[src/sv/assert_macros.svh]
// ----------------------------------------------------------------------------
// assert_macros.svh
// Concurrent assertion macros shared by the decoder RTL
// ----------------------------------------------------------------------------
`ifndef ASSERT_MACROS_SVH
`define ASSERT_MACROS_SVH

`ifndef SYNTHESIS

// same-cycle implication, checked at every rising edge out of reset
`define ASSERT_IMPLIES(label, clk, rst_n, ante, cons, msg) \
    label: assert property (@(posedge clk) disable iff (!rst_n) (ante) |-> (cons)) \
        else $error(msg);

// next-cycle implication
`define ASSERT_NEXT(label, clk, rst_n, ante, cons, msg) \
    label: assert property (@(posedge clk) disable iff (!rst_n) (ante) |=> (cons)) \
        else $error(msg);

`else

`define ASSERT_IMPLIES(label, clk, rst_n, ante, cons, msg)
`define ASSERT_NEXT(label, clk, rst_n, ante, cons, msg)

`endif

`endif

[src/sv/htd_pkg.sv]
// ----------------------------------------------------------------------------
// htd_pkg
// Types and constants of the preorder-tree Huffman decoder
// ----------------------------------------------------------------------------
`timescale 1ns / 1ps
`default_nettype none

package htd_pkg;

    // sizes
    localparam int SYMBOL_BITS  = 8;
    localparam int NODE_DEPTH   = 512;
    localparam int STACK_DEPTH  = 256;

    localparam int NODE_IDX_W   = $clog2(NODE_DEPTH);
    localparam int NODE_CNT_W   = $clog2(NODE_DEPTH + 1);
    localparam int STACK_ADDR_W = $clog2(STACK_DEPTH);
    localparam int STACK_LVL_W  = $clog2(STACK_DEPTH + 1);
    localparam int LINK_PAY_W   = (NODE_IDX_W > SYMBOL_BITS) ? NODE_IDX_W : SYMBOL_BITS;
    localparam int STATUS_W     = 3;

    // func codes
    localparam logic [1:0] FUNC_SHAPE = 2'd0;
    localparam logic [1:0] FUNC_MSG   = 2'd1;
    localparam logic [1:0] FUNC_CLEAR = 2'd2;

    // status codes
    localparam logic [STATUS_W-1:0] ST_DECODED    = 3'd0;
    localparam logic [STATUS_W-1:0] ST_NOT_READY  = 3'd1;
    localparam logic [STATUS_W-1:0] ST_SHAPE_LATE = 3'd2;
    localparam logic [STATUS_W-1:0] ST_TABLE_FULL = 3'd3;
    localparam logic [STATUS_W-1:0] ST_BAD_TREE   = 3'd4;

    // channel words
    typedef struct packed {
        logic [1:0]             func;
        logic                   bit_value;
        logic [SYMBOL_BITS-1:0] leaf_symbol;
    } t_in_word;

    typedef struct packed {
        logic [SYMBOL_BITS-1:0] symbol;
        logic [STATUS_W-1:0]    status;
    } t_out_word;

    // one child link: leaf flag plus child index or leaf symbol
    typedef struct packed {
        logic                  leaf;
        logic [LINK_PAY_W-1:0] pay;
    } t_link;

    // both links of a node, indexed by side
    typedef t_link [1:0] t_link_pair;

    typedef struct packed {
        logic                  en;
        logic [NODE_IDX_W-1:0] addr;
        logic                  lane;
        t_link                 data;
    } t_link_wr;

    typedef struct packed {
        logic                  en;
        logic [NODE_IDX_W-1:0] addr;
    } t_link_rd;

    // loader verdict on one shape word
    typedef struct packed {
        logic                err;
        logic [STATUS_W-1:0] status;
    } t_shape_res;

    // second pipeline stage contents
    typedef struct packed {
        logic                lookup;
        logic                bit_value;
        logic [STATUS_W-1:0] status;
    } t_s2;

endpackage

`default_nettype wire

[src/sv/htd_loader.sv]
// ----------------------------------------------------------------------------
// htd_loader
// Preorder tree loader: node counter, open parent stack with a cached top
// entry, and link writes into the node memory
// ----------------------------------------------------------------------------
`timescale 1ns / 1ps
`default_nettype none

module htd_loader (
    input  wire                                i_clk,
    input  wire                                i_rst_n,
    input  wire                                i_shape_en,
    input  wire                                i_clear,
    input  wire                                i_bit,
    input  wire [htd_pkg::SYMBOL_BITS-1:0]     i_sym,
    output logic                               o_ready,
    output htd_pkg::t_shape_res                o_res,
    output htd_pkg::t_link_wr                  o_link_wr
);

    // entries below the top of stack hold only a parent; their side is always one
    logic [htd_pkg::NODE_IDX_W-1:0]   r_stack [0:htd_pkg::STACK_DEPTH-1];
    logic [htd_pkg::NODE_IDX_W-1:0]   r_stack_rdata;

    logic [htd_pkg::STACK_LVL_W-1:0]  r_level, n_level;
    logic [htd_pkg::NODE_CNT_W-1:0]   r_next_free, n_next_free;
    logic                             r_ready, n_ready;
    logic                             r_pop_pend, n_pop_pend;
    logic [htd_pkg::NODE_IDX_W-1:0]   r_top_parent, n_top_parent;
    logic                             r_top_side, n_top_side;

    logic [htd_pkg::NODE_IDX_W-1:0]   top_parent;
    logic [htd_pkg::NODE_IDX_W-1:0]   idx;
    logic [htd_pkg::STACK_LVL_W-1:0]  lvl_m1;
    logic [htd_pkg::STACK_LVL_W-1:0]  lvl_m2;
    logic                             stk_we;
    logic                             stk_re;
    htd_pkg::t_shape_res              res;
    htd_pkg::t_link_wr                link_wr;

    // shape decision and next state
    always_comb begin
        top_parent   = r_pop_pend ? r_stack_rdata : r_top_parent;
        idx          = r_next_free[htd_pkg::NODE_IDX_W-1:0];
        lvl_m1       = r_level - 1'b1;
        lvl_m2       = r_level - 2'd2;
        res          = '0;
        link_wr      = '0;
        stk_we       = 1'b0;
        stk_re       = 1'b0;
        n_level      = r_level;
        n_next_free  = r_next_free;
        n_ready      = r_ready;
        n_pop_pend   = 1'b0;
        n_top_parent = top_parent;
        n_top_side   = r_top_side;

        if (i_clear) begin
            n_level     = '0;
            n_next_free = '0;
            n_ready     = 1'b0;
        end else if (i_shape_en) begin
            if (r_ready) begin
                res = '{err: 1'b1, status: htd_pkg::ST_SHAPE_LATE};
            end else if (r_next_free == '0) begin
                if (!i_bit) begin
                    // a leaf cannot be the root
                    res = '{err: 1'b1, status: htd_pkg::ST_BAD_TREE};
                end else begin
                    n_top_parent = '0;
                    n_top_side   = 1'b0;
                    n_level      = htd_pkg::STACK_LVL_W'(1);
                    n_next_free  = htd_pkg::NODE_CNT_W'(1);
                end
            end else if (r_next_free >= htd_pkg::NODE_CNT_W'(htd_pkg::NODE_DEPTH)) begin
                res = '{err: 1'b1, status: htd_pkg::ST_TABLE_FULL};
            end else if (r_level == '0) begin
                res = '{err: 1'b1, status: htd_pkg::ST_BAD_TREE};
            end else if (i_bit && !r_top_side &&
                         r_level >= htd_pkg::STACK_LVL_W'(htd_pkg::STACK_DEPTH)) begin
                // push would overflow the stack
                res = '{err: 1'b1, status: htd_pkg::ST_BAD_TREE};
            end else begin
                // attach the new node under the top parent
                link_wr.en       = 1'b1;
                link_wr.addr     = top_parent;
                link_wr.lane     = r_top_side;
                link_wr.data.leaf = !i_bit;
                link_wr.data.pay = i_bit ? htd_pkg::LINK_PAY_W'(idx)
                                         : htd_pkg::LINK_PAY_W'(i_sym);
                n_next_free      = r_next_free + 1'b1;

                if (!r_top_side) begin
                    if (i_bit) begin
                        // old top goes to memory with its side flipped
                        stk_we       = 1'b1;
                        n_top_parent = idx;
                        n_top_side   = 1'b0;
                        n_level      = r_level + 1'b1;
                    end else begin
                        n_top_side = 1'b1;
                    end
                end else if (i_bit) begin
                    // pop and push in one step: replace the top
                    n_top_parent = idx;
                    n_top_side   = 1'b0;
                end else if (r_level == htd_pkg::STACK_LVL_W'(1)) begin
                    n_level = '0;
                    n_ready = 1'b1;
                end else begin
                    // pop; the new top comes out of memory next cycle
                    stk_re     = 1'b1;
                    n_pop_pend = 1'b1;
                    n_top_side = 1'b1;
                    n_level    = lvl_m1;
                end
            end
        end
    end

    // control state
    always_ff @(posedge i_clk) begin
        if (!i_rst_n) begin
            r_level     <= '0;
            r_next_free <= '0;
            r_ready     <= 1'b0;
            r_pop_pend  <= 1'b0;
        end else begin
            r_level     <= n_level;
            r_next_free <= n_next_free;
            r_ready     <= n_ready;
            r_pop_pend  <= n_pop_pend;
        end
    end

    // cached top of stack
    always_ff @(posedge i_clk) begin
        r_top_parent <= n_top_parent;
        r_top_side   <= n_top_side;
    end

    // stack memory
    always_ff @(posedge i_clk) begin
        if (stk_we) begin
            r_stack[lvl_m1[htd_pkg::STACK_ADDR_W-1:0]] <= top_parent;
        end
        if (stk_re) begin
            r_stack_rdata <= r_stack[lvl_m2[htd_pkg::STACK_ADDR_W-1:0]];
        end
    end

    assign o_ready   = r_ready;
    assign o_res     = res;
    assign o_link_wr = link_wr;

endmodule

`default_nettype wire

[config.mk]
export PLATFORM = sky130hd
export DESIGN_NAME = htd_loader
export DESIGN_NICKNAME = d
export VERILOG_FILES = /design/src/sv/assert_macros.svh /design/src/sv/htd_pkg.sv /design/src/sv/htd_loader.sv
export SDC_FILE = /design/constraint.sdc
export NUM_CORES = 2
export LEC_CHECK = 0
export ABC_AREA = 0
export CAP_MARGIN = 10
export CORE_MARGIN = 2
export CORE_UTILIZATION = 60
export CTS_CLUSTER_DIAMETER = 150
export DETAILED_ROUTE_END_ITERATION = 7
export DONT_BUFFER_PORTS = 1
export PLACE_DENSITY = 0.84
export SYNTH_ARGS = -nofsm -noshare
export SYNTH_HDL_FRONTEND = slang
export SYNTH_SLANG_ARGS = --single-unit
[constraint.sdc]
create_clock -name i_clk -period 11.4 [get_ports i_clk]
set_clock_uncertainty 0.15 [all_clocks]
set_input_delay 1.14 -clock i_clk [delete_from_list [all_inputs] [get_ports i_clk]]
set_output_delay 1.14 -clock i_clk [all_outputs]
set_load 0.01 [all_outputs]
# Word-level counts from Yosys, hierarchy flattened
# Memories as Yosys holds them, arrays and structs flattened. A register that Yosys moved wholly into a read port is not among the register bits.
# Cells that the tools add are included.
# W data, S select, Z words.
# op_classes
bitwise	3
n_reduce_logical	11
add_sub_neg	4
mux	75
n_lt_le_gt_ge	2
eq_ne	6
# ops
operator	count
$mux W9	20
$mux W21	7
$mux W10	5
$mux W1	35
$mux W4	8
$add A10 B1 Y10 const B	1
$ge A10 B10 Y1 const B	1
$logic_not A10 Y1	1
$add A9 B1 Y9 const B	1
$eq A9 B1 Y1 const B	1
$ge A9 B9 Y1 const B	1
$logic_not A9 Y1	1
$sub A9 B1 Y9 const B	1
$ne A2 B2 Y1 const B	4
$reduce_and A8 Y1	1
$sub A8 B2 Y8 const B	1
$reduce_and A7 Y1	1
$reduce_and A6 Y1	1
$reduce_bool A5 Y1	1
$ne A3 B2 Y1 const B	1
$not A1 Y1	3
$logic_and A1 B1 Y1	2
$logic_not A1 Y1	2
$reduce_or A2 Y1	1
# word_totals
mem_count	1
input_bits	13
ramBits	2304
register_bits	31
elab_cells	108
out_inout_bits	26
# memory_table
name	depth	word_bits	read_ports	rd_clocked_by_memory_dff	write_ports	line	text
r_stack	256	9	1	1	1	htd_loader.sv:22	logic [htd_pkg::NODE_IDX_W-1:0] r_stack [0:htd_pkg::STACK_DEPTH-1];

# Depth between registers and ports, before layout
# depth
ltp_word	12
depth_mapped	16
depth_no_buf	8

# Worst setup path before layout
# No wires, ideal clock.
# synth_path
path_type	reg-to-output
start	reg r_level[0] (netlist bit)
end	out o_link_wr[0] (netlist bit)
arrival_time_ps	3128
n_path_buf	7
slack_ps	6982
required_time_ps	10110
stages_incl_launch_ff	14
path_cell_list	dfxtp_1 -> buf_2 -> buf_6 -> buf_6 -> buf_4 -> buf_4 -> inv_1 -> buf_2 -> ha_1 -> nor3b_1 -> nand3_1 -> nand4_1 -> clkbuf_1 -> nor2_1
# synth_lines
element	line	text
from (decl)	htd_loader.sv:25	logic [htd_pkg::STACK_LVL_W-1:0] r_level, n_level;
from (signal assigned)	htd_loader.sv:129	r_level <= n_level;
to (decl)	htd_loader.sv:18	output htd_pkg::t_link_wr o_link_wr

==> impl_metrics.ini <==
[clock_network]
clockRootBuffer = clkbuf_16
path_clk_slew_ns = 0.06
postCtsSetupRepairBufs = 0
cts_buffer_depth = 3
clock-sinks = 2344
cts_resized = 0
cts-buffers-inserted = 207
insertion_delay_ns = 0.86
ctsHoldBuffers = 0
htreeDepth = 4
cts_tree = yes

[die]
die_w_um = 395.5
top_level_ports = 39
die_h_um = 395.5
std_cell_rows = 143
core_region_area_um2 = 152100
start_util_pct = 60.46
die_area_um2 = 156400

[yosys]
syn_area_um2 = 91960
ys_seq_area_share_pct = 76.22
synth_seq_cells = 2344
syn_inst = 4355
ys_types = 82
synth_nets = 4380
ys.flop_type = edfxtp_1
synthArstFlopShare_pct = 0
yosys_warnings = 0
syn_avg_cell_area_um2 = 21.12
synth_edf_count = 2314

[route]
routed_wl_mm = 251.1
first_pass_iters = 7
drc = 0
antenna_left = 0
num_vias = 49027
routedWlPerCell_um = 38.20
drt_iter0_markers = 9417
via_per_inst = 7.460

[grt]
antenna_found_initial = 12
grt_pass1_vias = 47731
grt-ovfl-total = 0
grt_max_degree = 186
grt.total_usage_pct = 32.18
grt_first_pass_wirelength_mm = 358.2

[worst_setup_path]
critPathMaxFanout = 39
crit_path_end_kind = output port
crit_path_start_kind = register
ff2ff_setup_slack_ns = 5.36
worstSetupPathType = register to output port
crit_arrival_ns = 4.94
crit_required_ns = 10.11

[place]
place_area_um2 = 93930
gp_congestion = 0.8975
port_buffers = 0
place_hpwl_mm = 131.6

[sta]
fin_crit_sh_pct = 54.63
finalHoldViolCount = 0
max_slew_margin_pct = 12.08
tns_ns = 0
setup_viol = 0
tightest_slew_ns = 1.316
rsz0062_at_grt = no
clock.fmax_ghz = 0.1606
min_period_ns = 6.228
final_max_slew_viol_count = 0

[power_and_ir_drop]
power_frac_comb_pct = 1.3
p_sw_uw = 3399
seq_power_share_pct = 55.3
ir_drop_mv = 0.1259
power-per-cell-area_nw_per_um2 = 167.1
p_clk_share_pct = 43.5
intPower_uw = 13470
switching_share_pct = 20.14
p_leak_uw = 0.02758

[layout]
layout_common_cells = edfxtp_1, mux4_2, nor2_1, clkbuf_16, mux2i_1
syn_to_final_growth_pct = 9.793
nets = 4389
num-fill-cells = 8651
fin_area_um2 = 101000
layout_commonest_cell = edfxtp_1
drive_gt1_share_pct = 22.83

[flow_run]
max_cap_viol_count = 0

[worst_hold_path]
hp-class = primary input to register

[outcome]
outcome = finished, final reports clean
-- synthesized netlist by cell type, types with 10 or more instances --
master / number / area, µm²
o311ai_0: 17 / 148.9
nor2_1: 301 / 1130
a311oi_1: 10 / 87.58
o221ai_1: 18 / 157.7
edfxtp_1: 2314 / 69490
a31oi_1: 21 / 131.4
nand3_1: 33 / 165.2
a2111oi_0: 18 / 157.7
buf_2: 106 / 530.5
a22oi_1: 26 / 195.2
ha_1: 12 / 150.1
clkbuf_1: 79 / 296.5
a22o_1: 56 / 490.5
and2_1: 24 / 150.1
nand4_1: 31 / 193.9
buf_1: 27 / 101.4
and3_1: 24 / 150.1
mux4_2: 569 / 12810
nor2b_1: 12 / 75.07
nand3_2: 11 / 110.1
dfxtp_1: 30 / 600.6
nand2_1: 75 / 281.5
o2bb2ai_1: 31 / 271.5
o2bb2a_1: 24 / 240.2
a221oi_1: 17 / 148.9
xnor2_1: 11 / 96.34
a211oi_1: 30 / 225.2
nor4_1: 39 / 244.0
xor2_1: 10 / 87.58
inv_1: 64 / 240.2
a21oi_1: 15 / 75.07
mux2i_1: 95 / 950.9
mux2_2: 27 / 304.0
buf_4: 45 / 337.8
-- cell families after synthesis --
logic type / share of synthesized area (%)
xor+xnor: 0.2177
simple gates: 3.200
fa+ha+maj: 0.1633
buf+inv: 1.757
compound gates: 3.144
mux: 15.30
flops: 76.22
-- metal layers --
layer	up-vias	global-route usage, %	routed length, µm
met5	-	0	162
met4	18	16.18	16480
met3	968	8.959	36010
met2	5054	48.70	115900
met1	24756	43.63	82560
li1	18231	-	-
-- registers in the layout (all words and copies together) (netlist names) --
| register | count |
|---|---|
| r_stack | 2304 |
| r_next_free | 10 |
| r_level | 9 |
| r_stack_rdata | 9 |
| r_top_parent | 9 |
| o_ready | 1 |
| r_pop_pend | 1 |
| r_top_side | 1 |
-- worst max-delay path, cell delays in order, from the launching register on --
cell	delay [ns]
dfxtp_4	0.84
inv_1	0.55
ha_1	0.43
nor3b_1	0.27
nand3_1	0.27
nand4_1	0.64
nor2_1	0.71
and2_1	0.36
-- power by group through the flow --
stage               Sequential [µW]  Clock [µW]  Combinational, µW
floorplan                      9510           0                164
global placement               9520           0                200
detailed placement             9520           0                206
CTS                            9330        7310                212
global route                   9320        7600                225
finish                         9330        7330                215
-- through the flow --
step | utilization (%) | total power (µW) | setup WS, ns | instances | hold WS, ns
after global placement | 61.76 | 9716 | 5.394 | 6183 | 0.3905
after detailed placement | 61.76 | 9721 | 5.111 | 6183 | 0.4186
after CTS | 66.36 | 16850 | 5.051 | 6565 | 0.2239
after global routing | 66.38 | 17140 | 4.964 | 6567 | 0.2538
final | 66.39 | 16870 | 5.172 | 6572 | 0.2631
after floorplan | - | 9676 | 6.982 | 4355 | 0.3412
-- path summary, 6_finish.rpt --
kind / start / to / depth (start not counted)
worst min-delay path: i_rst_n / r_pop_pend$_SDFF_PN0_ / 1
worst max register to register: r_level[0]$_SDFFE_PP0P_ / r_stack[231][4]$_DFFE_PP_ / 8
worst max-delay path: r_level[0]$_SDFFE_PP0P_ / o_link_wr[8] / 7
worst min register to register: r_next_free[5]$_SDFFE_PP0P_ / r_next_free[5]$_SDFFE_PP0P_ / 2
-- final cells by class --
class	instances	area [µm²]	share of cell area, %
tap	2030	2540	2.516
clock inverter	142	1625	1.610
inverter	64	240.2	0.2379
multi-input combinational	1680	20480	20.28
antenna	5	12.51	0.01239
sequential	2344	70090	69.43
timing repair buffer	67	606.8	0.6010
clock buffer	240	5366	5.315
No activity file was read; power rests on OpenSTA's default activity.
